## config.mk

```make
export PLATFORM = sky130hd
export DESIGN_NAME = fba_ctrl
export DESIGN_NICKNAME = d
export VERILOG_FILES = /design/src/hdl/fba_pkg.sv /design/src/hdl/fba_zero_find.sv /design/src/hdl/fba_ctrl.sv
export VERILOG_INCLUDE_DIRS = /design/src /design/src/hdl
export SDC_FILE = /design/constraint.sdc
export NUM_CORES = 1
export LEC_CHECK = 0
export BUFFER_PORTS_ARGS = -buffer_cell sky130_fd_sc_hd__buf_2
export CELL_PAD_IN_SITES_DETAIL_PLACEMENT = 1
export CELL_PAD_IN_SITES_GLOBAL_PLACEMENT = 1
export CORE_ASPECT_RATIO = 0.8
export CORE_MARGIN = 1
export CORE_UTILIZATION = 39
export DETAILED_ROUTE_END_ITERATION = 8
export PLACE_DENSITY = 0.84
export SYNTH_ARGS = -nofsm -noshare
export SYNTH_HDL_FRONTEND = slang
export SYNTH_SLANG_ARGS = --single-unit
```

## constraint.sdc

```tcl
create_clock -name aclk -period 8.1 [get_ports aclk]
set_input_delay 0.405 -clock aclk [delete_from_list [all_inputs] [get_ports aclk]]
set_output_delay 0.405 -clock aclk [all_outputs]
set_load 0.005 [all_outputs]
```

## src/hdl/frame_bitmap_allocator_assert.svh

```systemverilog
// Assertion macros shared by the frame bitmap allocator modules.
// Depends on nothing; included by the modules that check their own logic.
`ifndef FRAME_BITMAP_ALLOCATOR_ASSERT_SVH
`define FRAME_BITMAP_ALLOCATOR_ASSERT_SVH

// Same-cycle implication, checked on every rising edge outside reset.
`define FBA_ASSERT_NOW(lbl, clk, rstn, ante, cons, msg) \
    lbl: assert property (@(posedge clk) disable iff (!rstn) (ante) |-> (cons)) \
        else $error(msg);

// Next-cycle implication, checked on every rising edge outside reset.
`define FBA_ASSERT_NEXT(lbl, clk, rstn, ante, cons, msg) \
    lbl: assert property (@(posedge clk) disable iff (!rstn) (ante) |=> (cons)) \
        else $error(msg);

`endif

```

## src/hdl/fba_pkg.sv

```systemverilog
// Shared types and constants of the frame bitmap allocator.
// No dependencies; used by every module of the block.
package fba_pkg;

    // Default geometry
    localparam int NUM_FRAMES_DEF  = 32768;
    localparam int FRAME_BYTES_DEF = 4096;

    // Bitmap word organization
    localparam int WORD_BITS = 32;
    localparam int BIT_W     = 5;

    // Action codes
    localparam logic [2:0] ACT_ALLOC    = 3'd0;
    localparam logic [2:0] ACT_FREE     = 3'd1;
    localparam logic [2:0] ACT_RESERVE  = 3'd2;
    localparam logic [2:0] ACT_RELEASE  = 3'd3;
    localparam logic [2:0] ACT_MARK_ALL = 3'd4;

    // Only this memory-map type is released
    localparam logic [31:0] REGION_USABLE = 32'd1;

    typedef struct packed {
        logic [2:0]  action;
        logic [63:0] base_addr;
        logic [31:0] limit_addr;
        logic [63:0] region_length;
        logic [31:0] region_type;
    } s_item_t;

    typedef struct packed {
        logic [31:0] frame_addr;
        logic        found;
    } m_item_t;

endpackage

```

## src/hdl/fba_zero_find.sv

```systemverilog
// Lowest-zero-bit finder for one bitmap word.
// Depends on fba_pkg for the word and index widths.
module fba_zero_find (
    input  logic [fba_pkg::WORD_BITS-1:0] word,
    output logic                          any_zero,
    output logic [fba_pkg::BIT_W-1:0]     bit_idx
);

    // Scan from the top so the lowest zero wins
    always_comb begin
        bit_idx = '0;
        for (int i = fba_pkg::WORD_BITS - 1; i >= 0; i--) begin
            if (!word[i]) begin
                bit_idx = fba_pkg::BIT_W'(i);
            end
        end
    end

    assign any_zero = ~&word;

endmodule

```

## src/hdl/fba_ctrl.sv

```systemverilog
// Sequencer of the frame bitmap allocator: decodes a beat, walks bitmap words
// through read-modify-write, scans for a free frame. Depends on fba_pkg,
// fba_zero_find and the assertion header.
`include "frame_bitmap_allocator_assert.svh"

module fba_ctrl #(
    parameter int NUM_FRAMES  = fba_pkg::NUM_FRAMES_DEF,
    parameter int FRAME_BYTES = fba_pkg::FRAME_BYTES_DEF,
    parameter int MAP_WORDS   = 1024,
    parameter int ADDR_W      = 10
) (
    input  logic                          aclk,
    input  logic                          aresetn,
    input  logic                          s_valid,
    output logic                          s_ready,
    input  fba_pkg::s_item_t              s_data,
    input  logic                          out_free,
    output logic                          done,
    output fba_pkg::m_item_t              result,
    output logic                          mem_we,
    output logic [ADDR_W-1:0]             mem_waddr,
    output logic [fba_pkg::WORD_BITS-1:0] mem_wdata,
    output logic                          mem_re,
    output logic [ADDR_W-1:0]             mem_raddr,
    input  logic [fba_pkg::WORD_BITS-1:0] mem_rdata
);

    localparam int FRAME_SHIFT = $clog2(FRAME_BYTES);
    localparam int HINT_W      = $clog2(MAP_WORDS + 1);
    localparam int FIDX_W      = $clog2(NUM_FRAMES + 1);
    localparam int FIRST_W     = 64 - FRAME_SHIFT;
    localparam int CNT_W       = FIRST_W + 1;
    localparam int WB          = fba_pkg::WORD_BITS;
    localparam int BW          = fba_pkg::BIT_W;

    typedef enum logic [8:0] {
        ST_SWEEP    = 9'b000000001,
        ST_IDLE     = 9'b000000010,
        ST_SETUP1   = 9'b000000100,
        ST_SETUP2   = 9'b000001000,
        ST_FILL     = 9'b000010000,
        ST_DRAIN    = 9'b000100000,
        ST_SCAN_RD  = 9'b001000000,
        ST_SCAN_CHK = 9'b010000000,
        ST_FINISH   = 9'b100000000
    } state_t;

    state_t                state_reg, state_next;
    logic                  set_reg, set_next;
    logic                  reply_reg, reply_next;
    logic [FIRST_W-1:0]    first_reg, first_next;
    logic [63:0]           len_reg, len_next;
    logic [CNT_W-1:0]      count_reg, count_next;
    logic [ADDR_W-1:0]     walk_reg, walk_next;
    logic [ADDR_W-1:0]     wlo_reg, wlo_next;
    logic [ADDR_W-1:0]     whi_reg, whi_next;
    logic [BW-1:0]         blo_reg, blo_next;
    logic [BW-1:0]         bhi_reg, bhi_next;
    logic                  pend_reg, pend_next;
    logic [ADDR_W-1:0]     pend_addr_reg, pend_addr_next;
    logic [HINT_W-1:0]     hint_reg, hint_next;
    fba_pkg::m_item_t      res_reg, res_next;

    logic                  first_ok;
    logic [FIDX_W-1:0]     room;
    logic [FIDX_W-1:0]     flo;
    logic [FIDX_W-1:0]     fhi;
    logic [FIDX_W-1:0]     last_x;
    logic [31:0]           rsv_start;
    logic [BW-1:0]         lo_bit;
    logic [BW-1:0]         hi_bit;
    logic [WB-1:0]         fill_mask;
    logic                  any_zero;
    logic [BW-1:0]         zero_bit;
    logic [63:0]           frame_idx;
    logic                  accept;

    fba_zero_find u_zero_find (
        .word     (mem_rdata),
        .any_zero (any_zero),
        .bit_idx  (zero_bit)
    );

    assign s_ready   = (state_reg == ST_IDLE);
    assign accept    = s_valid && s_ready;
    assign rsv_start = s_data.base_addr[31:0];

    // Clip the frame span against the end of the bitmap
    assign first_ok = first_reg < FIRST_W'(NUM_FRAMES);
    assign room     = FIDX_W'(NUM_FRAMES) - FIDX_W'(first_reg);
    assign flo      = FIDX_W'(first_reg);
    assign last_x   = (count_reg > CNT_W'(room)) ? FIDX_W'(NUM_FRAMES)
                                                 : flo + FIDX_W'(count_reg);
    assign fhi      = last_x - FIDX_W'(1);

    // Bits of the pending word that fall inside the span
    assign lo_bit = (pend_addr_reg == wlo_reg) ? blo_reg : '0;
    assign hi_bit = (pend_addr_reg == whi_reg) ? bhi_reg : BW'(WB - 1);
    always_comb begin
        for (int b = 0; b < WB; b++) begin
            fill_mask[b] = (BW'(b) >= lo_bit) && (BW'(b) <= hi_bit);
        end
    end

    assign frame_idx = 64'({walk_reg, zero_bit});

    // Bitmap port: sweep, pending fill write-back, or allocate write-back
    always_comb begin
        mem_we    = 1'b0;
        mem_waddr = pend_addr_reg;
        mem_wdata = set_reg ? (mem_rdata | fill_mask) : (mem_rdata & ~fill_mask);
        mem_re    = 1'b0;
        mem_raddr = walk_reg;
        if (state_reg == ST_SWEEP) begin
            mem_we    = 1'b1;
            mem_waddr = walk_reg;
            mem_wdata = '1;
        end else if (pend_reg) begin
            mem_we = 1'b1;
        end else if (state_reg == ST_SCAN_CHK && any_zero) begin
            mem_we    = 1'b1;
            mem_waddr = walk_reg;
            mem_wdata = mem_rdata | (WB'(1) << zero_bit);
        end
        if (state_reg == ST_FILL || state_reg == ST_SCAN_RD) begin
            mem_re = 1'b1;
        end
    end

    // Sequence the actions
    always_comb begin
        state_next     = state_reg;
        set_next       = set_reg;
        reply_next     = reply_reg;
        first_next     = first_reg;
        len_next       = len_reg;
        count_next     = count_reg;
        walk_next      = walk_reg;
        wlo_next       = wlo_reg;
        whi_next       = whi_reg;
        blo_next       = blo_reg;
        bhi_next       = bhi_reg;
        pend_next      = 1'b0;
        pend_addr_next = pend_addr_reg;
        hint_next      = hint_reg;
        res_next       = res_reg;
        done           = 1'b0;

        unique case (state_reg)
            ST_SWEEP: begin
                walk_next = walk_reg + ADDR_W'(1);
                if (walk_reg == ADDR_W'(MAP_WORDS - 1)) begin
                    hint_next  = HINT_W'(MAP_WORDS);
                    state_next = reply_reg ? ST_FINISH : ST_IDLE;
                end
            end
            ST_IDLE: begin
                if (accept) begin
                    res_next = '0;
                    unique case (s_data.action)
                        fba_pkg::ACT_ALLOC: begin
                            walk_next  = ADDR_W'(hint_reg);
                            state_next = ST_SCAN_RD;
                        end
                        fba_pkg::ACT_FREE: begin
                            set_next   = 1'b0;
                            first_next = FIRST_W'(rsv_start[31:FRAME_SHIFT]);
                            len_next   = 64'(FRAME_BYTES);
                            state_next = ST_SETUP1;
                        end
                        fba_pkg::ACT_RESERVE: begin
                            set_next   = 1'b1;
                            first_next = FIRST_W'(rsv_start[31:FRAME_SHIFT]);
                            len_next   = (rsv_start < s_data.limit_addr)
                                       ? 64'(s_data.limit_addr - rsv_start) : '0;
                            state_next = ST_SETUP1;
                        end
                        fba_pkg::ACT_RELEASE: begin
                            set_next   = 1'b0;
                            first_next = s_data.base_addr[63:FRAME_SHIFT];
                            len_next   = (s_data.region_type == fba_pkg::REGION_USABLE)
                                       ? s_data.region_length : '0;
                            state_next = ST_SETUP1;
                        end
                        fba_pkg::ACT_MARK_ALL: begin
                            walk_next  = '0;
                            reply_next = 1'b1;
                            state_next = ST_SWEEP;
                        end
                        default: begin
                            state_next = ST_FINISH;
                        end
                    endcase
                end
            end
            ST_SETUP1: begin
                // Round the byte length up to whole frames
                count_next = CNT_W'(len_reg[63:FRAME_SHIFT])
                           + CNT_W'(|len_reg[FRAME_SHIFT-1:0]);
                state_next = ST_SETUP2;
            end
            ST_SETUP2: begin
                if (first_ok && count_reg != '0) begin
                    wlo_next   = ADDR_W'(flo >> BW);
                    whi_next   = ADDR_W'(fhi >> BW);
                    blo_next   = BW'(flo);
                    bhi_next   = BW'(fhi);
                    walk_next  = ADDR_W'(flo >> BW);
                    state_next = ST_FILL;
                    if (!set_reg && HINT_W'(ADDR_W'(flo >> BW)) < hint_reg) begin
                        hint_next = HINT_W'(ADDR_W'(flo >> BW));
                    end
                end else begin
                    state_next = ST_FINISH;
                end
            end
            ST_FILL: begin
                // Stream reads; each word is written back in the following cycle
                pend_next      = 1'b1;
                pend_addr_next = walk_reg;
                walk_next      = walk_reg + ADDR_W'(1);
                if (walk_reg == whi_reg) begin
                    state_next = ST_DRAIN;
                end
            end
            ST_DRAIN: begin
                state_next = ST_FINISH;
            end
            ST_SCAN_RD: begin
                if (hint_reg == HINT_W'(MAP_WORDS)) begin
                    state_next = ST_FINISH;
                end else begin
                    state_next = ST_SCAN_CHK;
                end
            end
            ST_SCAN_CHK: begin
                if (any_zero) begin
                    res_next.found      = 1'b1;
                    res_next.frame_addr = 32'(frame_idx << FRAME_SHIFT);
                    state_next          = ST_FINISH;
                end else begin
                    // Word is full: nothing free below the next one
                    hint_next  = hint_reg + HINT_W'(1);
                    walk_next  = walk_reg + ADDR_W'(1);
                    state_next = ST_SCAN_RD;
                end
            end
            ST_FINISH: begin
                if (out_free) begin
                    done       = 1'b1;
                    reply_next = 1'b0;
                    state_next = ST_IDLE;
                end
            end
            default: begin
                state_next = ST_IDLE;
            end
        endcase
    end

    // Control state
    always_ff @(posedge aclk) begin
        if (!aresetn) begin
            state_reg <= ST_SWEEP;
            walk_reg  <= '0;
            reply_reg <= 1'b0;
            pend_reg  <= 1'b0;
            hint_reg  <= HINT_W'(MAP_WORDS);
        end else begin
            state_reg <= state_next;
            walk_reg  <= walk_next;
            reply_reg <= reply_next;
            pend_reg  <= pend_next;
            hint_reg  <= hint_next;
        end
    end

    // Working registers
    always_ff @(posedge aclk) begin
        set_reg       <= set_next;
        first_reg     <= first_next;
        len_reg       <= len_next;
        count_reg     <= count_next;
        wlo_reg       <= wlo_next;
        whi_reg       <= whi_next;
        blo_reg       <= blo_next;
        bhi_reg       <= bhi_next;
        pend_addr_reg <= pend_addr_next;
        res_reg       <= res_next;
    end

    assign result = res_reg;

    `FBA_ASSERT_NOW(a_no_rw_clash, aclk, aresetn, mem_we && mem_re,
        mem_waddr != mem_raddr, "bitmap read and write hit the same word")
    `FBA_ASSERT_NOW(a_pend_from_fill, aclk, aresetn, pend_reg,
        $past(state_reg) == ST_FILL, "write-back without a fill read")
    `FBA_ASSERT_NOW(a_hint_range, aclk, aresetn, 1'b1,
        hint_reg <= HINT_W'(MAP_WORDS), "scan hint beyond the bitmap")
    `FBA_ASSERT_NOW(a_walk_bound, aclk, aresetn, state_reg == ST_FILL,
        walk_reg <= whi_reg, "fill walked past its last word")

endmodule
```

==> flow_metrics.env, run 1 <==
export IMPL_period_needed_ns=6.12
export IMPL_clk_latency_ns=0.57
export IMPL_cp_cell_sequence="nor4_1 -> nand3_1 -> nor4_1 -> xor2_1 -> ha_1 -> nand2_1 -> nor3_1 -> a32oi_1 -> nand4_1 -> nand2_1 -> nand2b_1 -> ha_1 -> and2_1 -> o221ai_1 -> nor3_1 -> nand3_1 -> a211o_1 -> o311a_1 -> a21o_1"
export IMPL_grt_overflow_total=0
export IMPL_min_path_type="primary input to register"
export IMPL_switching_share_pct=31.2
export IMPL_post_route_period_util_pct=75.6
export IMPL_yosys_warnings=0
export IMPL_io_buffer_count=302
export IMPL_fillers=5000
export IMPL_io_pins=320
export IMPL_dpl_hpwl_mm=45.1
export IMPL_max_freq_ghz=0.163
export IMPL_clkTransAtPathRegs_ns=0.06
export IMPL_p_int_mw=2.80
export IMPL_cts_buffers=29
export IMPL_drc_errors=0
export IMPL_register_area_um2=7430
export IMPL_comb_power_share_pct=25.2
export IMPL_slowest_delay_ns=0.66
export IMPL_seq_area_frac_synth_pct=43.3
export IMPL_p_leak_nw=8.16
export IMPL_synth_area_um2=17200
export IMPL_critPathArrivalTime_ns=6.45
export IMPL_rows=68
export IMPL_p_clk_share_pct=36.0
export IMPL_wl_per_cell_um=22.2
export IMPL_synthArstFlopShare_pct=0
export IMPL_antenna_cells=0
export IMPL_finalSetupViolCount=0
export IMPL_power_frac_seq_pct=38.7
export IMPL_cts_tree="built"
export IMPL_run_status="finished clean"
export IMPL_antenna_found_initial=1
export IMPL_vias=15500
export IMPL_worstPathMaxFanout=17
export IMPL_path_class="register to register"
export IMPL_ys_top_cells_by_area="edfxtp_1 40%, ha_1 5.7%, xnor2_1 4.0%"
export IMPL_drt_first_pass_iters=5
export IMPL_die_area_um2=44800
export IMPL_cts_setup_buffers=0
export IMPL_holdBufCountCts=0
export IMPL_drv_cap=0
export IMPL_layout_drive_gt1_share_pct=19.8
export IMPL_ys_types=88
export IMPL_total_power_mw=4.07
export IMPL_irDropWorstVdd_uv=165
export IMPL_cp_slowest_cell="nor4_1"
export IMPL_cts_resized=0
export IMPL_track_usage_pct=25.6
export IMPL_worst_clock_skew_ns=0.0101
export IMPL_cp_end_kind="register"
export IMPL_synth_edf_count=226
export IMPL_start_util_pct=39.7
export IMPL_switchingPower_mw=1.27
export IMPL_chipHeight_um=190
export IMPL_area_growth_pct=18.0
export IMPL_coreArea_um2=43200
export IMPL_rsz0062_at_grt="no"
export IMPL_ctsHtreeMaxLevel=1
export IMPL_relSlewSlack_pct=23.1
export IMPL_antenna_left=0
export IMPL_critPathRequiredTime_ns=8.43
export IMPL_fin_area_um2=20200
export IMPL_placed_area_um2=19200
export IMPL_netlist_instances=1776
export IMPL_dieWidth_um=236
export IMPL_grt_max_degree=65
export IMPL_ys_seq_elements=258
export IMPL_tightestPinTransition_ns=1.15
export IMPL_cts_root_buf="clkbuf_16"
export IMPL_critical_path_top_delay_family="simple AND/OR/NAND/NOR gates"
export IMPL_cts_buffer_depth=3
export IMPL_synth_largest_area_cell="edfxtp_1"
export IMPL_multiInputGateArea_um2=9140
export IMPL_grt_pass1_wl_mm=90.2
export IMPL_drt_iter0_markers=1122
export IMPL_final_max_slew_viol_count=0
export IMPL_gp_congestion=0.934
export IMPL_rrSetupSlack_ns=1.98
export IMPL_hold_viol=0
export IMPL_grt_pass1_vias=15900
export IMPL_cellPowerDensity_nw_per_um2=201
export IMPL_via_per_inst=5.87
export IMPL_nNetsFinal=2371
export IMPL_path_buf_inv=0
export IMPL_synthFlopType="edfxtp_1"
export IMPL_synth_top_area_share_pct=39.6
export IMPL_drt_wl_total_mm=58.6
export IMPL_numClockSinks=258
export IMPL_syn_area_per_cell_um2=9.66
export IMPL_largest_reg_flops=64
export IMPL_setup_tns_ns=0
export IMPL_start_kind="register"
==> per-stage QoR <==
| stage | instances | worst slack, ns | hold slack [ns] | util (%) |
|---|---|---|---|---|
| after floorplan | 1792 | 1.16 | 0.448 | - |
| after global placement | 2589 | 2.47 | 0.478 | 44.4 |
| after detailed placement | 2589 | 2.16 | 0.482 | 44.4 |
| after CTS | 2643 | 2.14 | 0.00700 | 46.8 |
| after global routing | 2643 | 1.55 | 0.0127 | 46.8 |
| final | 2643 | 1.98 | 0.0374 | 46.8 |
==> final timing paths <==
| kind | from | to | cells after the start |
|---|---|---|---|
| setup / recovery | first_reg[5] | whi_reg[9] | 19 |
| hold / removal | s_data[143] | first_reg[3] | 1 |
| setup reg to reg | first_reg[5] | whi_reg[9] | 19 |
| hold reg to reg | reply_reg | reply_reg | 2 |
==> kinds of logic after synthesis <==
kind of cell | share of synthesized area [%]
other cells | 0.0219
simple gates | 20.9
buf+inv | 4.03
mux | 2.36
xor+xnor | 7.05
fa+ha+maj | 5.92
compound gates | 16.4
flops | 43.3
==> final cells by class <==
type	count	share of cell area (%)
tap	560	3.46
clock buffer	38	4.17
inverter	81	1.50
clock inverter	16	1.08
multi-input combinational	1375	45.1
sequential	258	36.7
timing repair buffer	315	7.95
==> layer usage <==
layer | vias to the layer above | GRT usage [%] | part of all wire (%)
met5 | - | 0 | 0
met4 | 0 | 7.32 | 2.8
met3 | 107 | 3.55 | 6.3
met2 | 609 | 42.2 | 46
met1 | 7594 | 35.0 | 45
li1 | 7199 | - | -
==> power groups by stage <==
stage          Sequential, mW  Combinational [mW]  Clock, mW
2_1_floorplan            1.56               0.623          0
3_3_place_gp             1.60               0.978          0
3_5_place_dp             1.60                1.01          0
4_1_cts                  1.57                1.02       1.50
5_1_grt                  1.58                1.11       1.54
6_report                 1.57                1.03       1.47
==> synthesized netlist by cell type, drive strengths merged, types with 28 or more instances <==
cell type / n
and2: 52
xnor2: 78
nor4: 51
nor2: 115
a21oi: 88
dfxtp: 32
nor3: 45
clkbuf: 48
xor2: 60
ha: 78
o21ai: 90
nand3: 78
nand4: 44
nand2: 159
a211oi: 30
a21o: 62
and3: 28
inv: 80
edfxtp: 226
buf: 30
==> cells in the final DEF, fill, tap and decap left out, types with 44 or more instances in the layout <==
master,synthesis,layout
buf_2,6,302
edfxtp_1,226,226
nand2_1,159,159
nor2_1,113,112
a21oi_1,86,86
o21ai_0,86,86
inv_1,80,80
nand3_1,78,78
xnor2_1,78,78
ha_1,78,78
a21o_1,62,62
xor2_1,60,60
and2_1,52,52
nor4_1,50,49
nor3_1,45,45
nand4_1,44,44
==> worst register-to-register path: cells and delay by family, from the launching register on <==
kind / cells / cell delay (ns)
AO/OA/AOI/OAI: 5 / 1.23
adder cells (fa/ha/maj): 2 / 0.62
flip-flops: 1 / 0.50
XOR/XNOR: 1 / 0.12
AND/OR/NAND/NOR: 11 / 3.42
Power figures use the tool's default switching activity.
==> run 2: changes to the inputs <==
CORE_UTILIZATION = 44   (was 39)
PLACE_DENSITY = 0.89   (was 0.84)
clock period = 5.75 ns   (was 8.1 ns; I/O delays follow)
==> run 2 against run 1 <==
  * Worst setup slack worse by 1.2 ns
  * Flip-flop and latch count unchanged
  * First-iteration DRC count grew 14%
  * Routed wire length up 11%
  * Total power is 40% higher
  * Register-to-register slack got worse by 1.2 ns
  * Core utilization increased by 7.1 points
  * Clock skew is 0.0052 ns higher
  * Sequential share of layout area down 0.79 points
  * Cell count decreased by 0.30%
  * Largest cell class unchanged
==> flow_metrics.env, run 2 (same netlist as run 1, synthesis figures left out) <==
export IMPL_chipHeight_um=179
export IMPL_dpl_hpwl_mm=45.4
export IMPL_die_area_um2=39800
export IMPL_grt_max_degree=65
export IMPL_cts_root_buf="clkbuf_16"
export IMPL_p_int_mw=3.84
export IMPL_path_common_cell="nor3_1"
export IMPL_ctsHtreeMaxLevel=1
export IMPL_grt_pass1_wl_mm=98.7
export IMPL_path_class="register to register"
export IMPL_cp_end_kind="register"
export IMPL_start_kind="register"
export IMPL_start_util_pct=44.7
export IMPL_multiInputGateArea_um2=9150
export IMPL_place_ws_ns=0.805
export IMPL_comb_power_share_pct=26.2
export IMPL_largest_reg_flops=64
export IMPL_critPathRequiredTime_ns=6.09
export IMPL_wl_per_cell_um=24.6
export IMPL_drv_cap=0
export IMPL_finalSetupViolCount=0
export IMPL_rrSetupSlack_ns=0.73
export IMPL_irDropWorstVdd_uv=204
export IMPL_critical_path_top_delay_family="simple AND/OR/NAND/NOR gates"
export IMPL_via_per_inst=6.20
export IMPL_cts_setup_buffers=0
export IMPL_cts_tree="built"
export IMPL_run_status="finished clean"
export IMPL_layout_drive_gt1_share_pct=19.3
export IMPL_numClockSinks=258
export IMPL_nNetsFinal=2430
export IMPL_fillers=4325
export IMPL_coreArea_um2=38400
export IMPL_clkTransAtPathRegs_ns=0.07
export IMPL_utilization_pct=53.9
export IMPL_cts_buffer_depth=3
export IMPL_drt_first_pass_iters=5
export IMPL_tightestPinTransition_ns=1.20
export IMPL_final_max_slew_viol_count=0
export IMPL_antenna_cells=0
export IMPL_period_needed_ns=5.02
export IMPL_setup_slack_ns=0.729
export IMPL_placed_area_um2=19100
export IMPL_min_from="s_data[164]"
export IMPL_p_clk_share_pct=34.6
export IMPL_mostFrequentLayoutCell="buf_2"
export IMPL_cellPowerDensity_nw_per_um2=274
export IMPL_critPathArrivalTime_ns=5.36
export IMPL_drt_wl_total_mm=64.9
export IMPL_hold_viol=0
export IMPL_track_usage_pct=31.9
export IMPL_final_cell_mix="302 x buf_2, 226 x edfxtp_1, 159 x nand2_1, 112 x nor2_1"
export IMPL_worstPathMaxFanout=7
export IMPL_switchingPower_mw=1.84
export IMPL_setup_tns_ns=0
export IMPL_rows=64
export IMPL_worstReg2RegEnd="whi_reg[9]"
export IMPL_antenna_found_initial=0
export IMPL_cp_cell_sequence="nor4_1 -> nand3_1 -> nor3_1 -> xor2_1 -> ha_1 -> nand2_1 -> nor3_1 -> a32oi_1 -> nand4_1 -> nand2_1 -> nand2b_1 -> ha_1 -> and2_1 -> o221ai_1 -> nor3_1 -> nand3_1 -> a211o_1 -> o311a_1 -> a21o_1"
export IMPL_grt_pass1_vias=16800
export IMPL_register_area_um2=7430
export IMPL_drt_iter0_markers=1283
export IMPL_p_leak_nw=8.39
export IMPL_worst_clock_skew_ns=0.0152
export IMPL_power_frac_seq_pct=39.2
export IMPL_slowest_delay_ns=0.57
export IMPL_area_growth_pct=20.6
export IMPL_cts_buffers=27
export IMPL_clk_latency_ns=0.58
export IMPL_relSlewSlack_pct=20.1
export IMPL_min_path_type="primary input to register"
export IMPL_drc_errors=0
export IMPL_switching_share_pct=32.4
export IMPL_grt_overflow_total=0
export IMPL_cp_slowest_cell="edfxtp_1"
export IMPL_antenna_left=0
export IMPL_rsz0062_at_grt="no"
export IMPL_crit_reg2reg_launch="first_reg[8]"
export IMPL_min_path_cells=2
export IMPL_setup_worst_path_start="first_reg[8]"
export IMPL_max_freq_ghz=0.199
export IMPL_timing_hold_worst_endpoint="first_reg[24]"
export IMPL_io_pins=320
export IMPL_vias=16300
export IMPL_worstRegToRegCells=19
export IMPL_path_buf_inv=0
export IMPL_dieWidth_um=223
export IMPL_io_buffer_count=302
export IMPL_gp_congestion=0.961
export IMPL_post_route_period_util_pct=87.3
export IMPL_fin_area_um2=20700
-- run 2: cell types whose count changed in the layout (fill, tap and decap cells not counted), moves of 2 or more --
cell           delta
clkinv_1          -5
clkinv_2          +2
clkbuf_8          +4
dlygate4sd3_1    +61
clkbuf_16         -5
-- run 2: how the worst max path moves through the flow --
stage	endpoint	slack [ns]	depth (start not counted)
detailed placement	whi_reg[9]	0.81	19
floorplan	state_reg[3]	0.46	4
finish	whi_reg[9]	0.73	19
global placement	whi_reg[9]	0.96	20
CTS	whi_reg[9]	0.78	19
global route	whi_reg[9]	0.25	19
-- run 2: final cells by class --
type,instances,share of cell area (%)
inverter,81,1.47
sequential,258,35.9
multi-input combinational,1375,44.2
tap,495,2.99
clock buffer,37,3.74
timing repair buffer,376,10.7
clock inverter,13,0.932
-- run 2: power by group through the flow --
stage	logic (mW)	registers, mW	clock network, mW
floorplan	0.878	2.20	0
global placement	1.36	2.25	0
detailed placement	1.41	2.26	0
CTS	1.45	2.22	1.96
global route	1.61	2.23	2.04
finish	1.49	2.22	1.96
-- run 2: stage by stage --
step	power [mW]	hold slack [ns]	instances
final	5.68	0.00893	2635
after CTS	5.63	0.000261	2632
after floorplan	3.07	0.364	1792
after detailed placement	3.66	0.490	2524
after global placement	3.61	0.475	2524
after global routing	5.88	0.00194	2635
-- run 2: per-layer routing --
metal | track usage [%] | share of wire, % | vias to the layer above
li1 | - | - | 7298
met1 | 41.0 | 41 | 8052
met2 | 54.0 | 48 | 837
met3 | 5.91 | 7.7 | 148
met4 | 10.8 | 3.4 | 0
met5 | 0 | 0 | -
-- run 2: worst reg2reg max path, cell delays in order (launching register included) --
cell and delay, ns:
edfxtp_1 0.57, nor4_1 0.39, nand3_1 0.23, nor3_1 0.23
xor2_1 0.11, ha_1 0.31, nand2_1 0.08, nor3_1 0.34
a32oi_1 0.17, nand4_1 0.21, nand2_1 0.11, nand2b_1 0.12
ha_1 0.29, and2_1 0.18, o221ai_1 0.18, nor3_1 0.29
nand3_1 0.17, a211o_1 0.36, o311a_1 0.30, a21o_1 0.15
-- run 2: what timing repair did --
action / in CTS / in global routing
endpoints found under the hold margin: 60 / 3
resized for setup: 0 / 0
hold buffers: 58 / 3
==> run 3: changes to the inputs <==
CORE_ASPECT_RATIO = unset   (was 0.8)
==> run 3 against run 2 <==
  * Die area about the same
  * Cell count increased by 1.3%
  * Routed wire length grew 13%
  * Sequential power is essentially flat
  * Via count up 4.4%
  * Critical endpoint unchanged
==> flow_metrics.env, run 3 (same netlist as run 1, synthesis figures left out) <==
export IMPL_grt_overflow_total=0
export IMPL_worstReg2RegEnd="whi_reg[9]"
export IMPL_layout_drive_gt1_share_pct=19.5
export IMPL_rows=71
export IMPL_finalSetupViolCount=0
export IMPL_timing_hold_worst_endpoint="len_reg[36]"
export IMPL_tightestPinTransition_ns=1.16
export IMPL_relSlewSlack_pct=22.3
export IMPL_start_kind="register"
export IMPL_setup_worst_path_start="first_reg[4]"
export IMPL_cts_buffers=28
export IMPL_crit_reg2reg_launch="first_reg[4]"
export IMPL_grt_pass1_wl_mm=109
export IMPL_critPathArrivalTime_ns=5.59
export IMPL_die_area_um2=39800
export IMPL_irDropWorstVdd_uv=240
export IMPL_drv_cap=0
export IMPL_largest_reg_flops=64
export IMPL_coreArea_um2=38000
export IMPL_setup_tns_ns=0
export IMPL_p_leak_nw=8.45
export IMPL_drt_first_pass_iters=6
export IMPL_grt_max_degree=65
export IMPL_chipHeight_um=199
export IMPL_worstPathMaxFanout=6
export IMPL_cts_setup_buffers=0
export IMPL_critPathRequiredTime_ns=6.05
export IMPL_max_freq_ghz=0.189
export IMPL_min_from="s_data[68]"
export IMPL_rrSetupSlack_ns=0.47
export IMPL_fillers=4317
export IMPL_ctsHtreeMaxLevel=1
export IMPL_final_cell_mix="302 x buf_2, 226 x edfxtp_1, 159 x nand2_1, 111 x nor2_1"
export IMPL_cp_end_kind="register"
export IMPL_via_per_inst=6.39
export IMPL_run_status="finished clean"
export IMPL_period_needed_ns=5.28
export IMPL_numClockSinks=258
export IMPL_register_area_um2=7430
export IMPL_cts_root_buf="clkbuf_16"
export IMPL_mostFrequentLayoutCell="buf_2"
export IMPL_total_power_mw=5.88
export IMPL_cts_buffer_depth=3
export IMPL_wl_per_cell_um=27.5
export IMPL_drt_wl_total_mm=73.5
export IMPL_post_route_period_util_pct=91.9
export IMPL_antenna_found_initial=6
export IMPL_cts_tree="built"
export IMPL_path_class="register to register"
export IMPL_hold_viol=0
export IMPL_nNetsFinal=2440
export IMPL_cellPowerDensity_nw_per_um2=281
export IMPL_worst_clock_skew_ns=0.0552
export IMPL_dpl_hpwl_mm=48.5
export IMPL_track_usage_pct=36.5
export IMPL_worstRegToRegCells=21
export IMPL_dieWidth_um=199
export IMPL_final_max_slew_viol_count=0
export IMPL_drc_errors=0
export IMPL_min_path_cells=2
export IMPL_min_path_type="primary input to register"
export IMPL_multiInputGateArea_um2=9160
export IMPL_antenna_left=0
export IMPL_area_growth_pct=21.8
export IMPL_vias=17000
export IMPL_placed_area_um2=19100
export IMPL_io_buffer_count=302
export IMPL_drt_iter0_markers=1476
export IMPL_io_pins=320
export IMPL_start_util_pct=45.1
export IMPL_rsz0062_at_grt="no"
export IMPL_clk_latency_ns=0.60
export IMPL_grt_pass1_vias=17900
export IMPL_fin_area_um2=20900
export IMPL_clkTransAtPathRegs_ns=0.08
export IMPL_gp_congestion=0.952
run 3: cell types whose count changed in the layout (fill, tap and decap cells not counted), sizes merged:
cell,delta
dlygate4sd3,+9
diode,+7
clkinv,+3
inv,-3
bufinv,+1
clkinvlp,+1
run 3: area by class of cell:
class | instances | area share [%]
Antenna cell | 7 | 0.0838
Clock buffer | 37 | 3.86
Clock inverter | 15 | 1.14
Inverter | 81 | 1.45
Multi-Input combinational cell | 1375 | 43.8
Sequential cell | 258 | 35.5
Tap cell | 511 | 3.06
Timing Repair Buffer | 385 | 11.1
run 3: how the worst max path moves through the flow:
stage	end	depth (start not counted)
2_1_floorplan	state_reg[3]	4
3_3_place_gp	whi_reg[9]	20
3_5_place_dp	whi_reg[9]	21
4_1_cts	whi_reg[9]	21
5_1_grt	whi_reg[9]	21
6_report	whi_reg[9]	21
run 3: critical path, cell delays in order, from the launching register on:
cell and delay [ns]:
edfxtp_1 0.48, nor4_1 0.40, buf_4 0.21, nand3_1 0.15, nor4_1 0.28, xor2_1 0.23
ha_1 0.28, nand2_1 0.07, nor3_1 0.07, nand2_1 0.06, nor2_1 0.04, o21ai_0 0.46
nand2_1 0.19, nand2b_1 0.14, ha_1 0.27, and2_1 0.17, o221ai_1 0.17, nor3_2 0.29
nand3_1 0.18, a211o_1 0.37, o311a_1 0.31, a21o_1 0.16
run 3: what timing repair did:
| action | CTS | global route |
|---|---|---|
| resized for setup | 0 | 1 |
| hold buffers | 69 | 1 |
| setup endpoints to repair | 0 | 1 |
| endpoints found under the hold margin | 69 | 1 |
run 3: metal layers:
layer / vias up / track usage (%) / share of wire, %
li1: 7350 / - / -
met1: 8255 / 40.2 / 35
met2: 1113 / 62.6 / 47
met3: 331 / 6.99 / 8.7
met4: 0 / 27.4 / 8.6
met5: - / 0 / 0
run 3: report_power, final:
part	total, mW	internal, mW	switching [mW]	leakage, nW
clock network	2.10	1.22	0.882	0.507
registers	2.24	2.10	0.135	2.43
logic	1.54	0.601	0.938	5.52
run 3: stage by stage:
step	worst slack, ns	utilization (%)	std cells	hold WS [ns]
floorplan	0.465	-	1792	0.364
global placement	0.711	50.3	2540	0.478
detailed placement	0.445	50.3	2540	0.483
CTS	0.377	54.9	2661	0.000566
global route	0.0865	54.9	2667	0.00135
finish	0.468	55.0	2669	0.00157
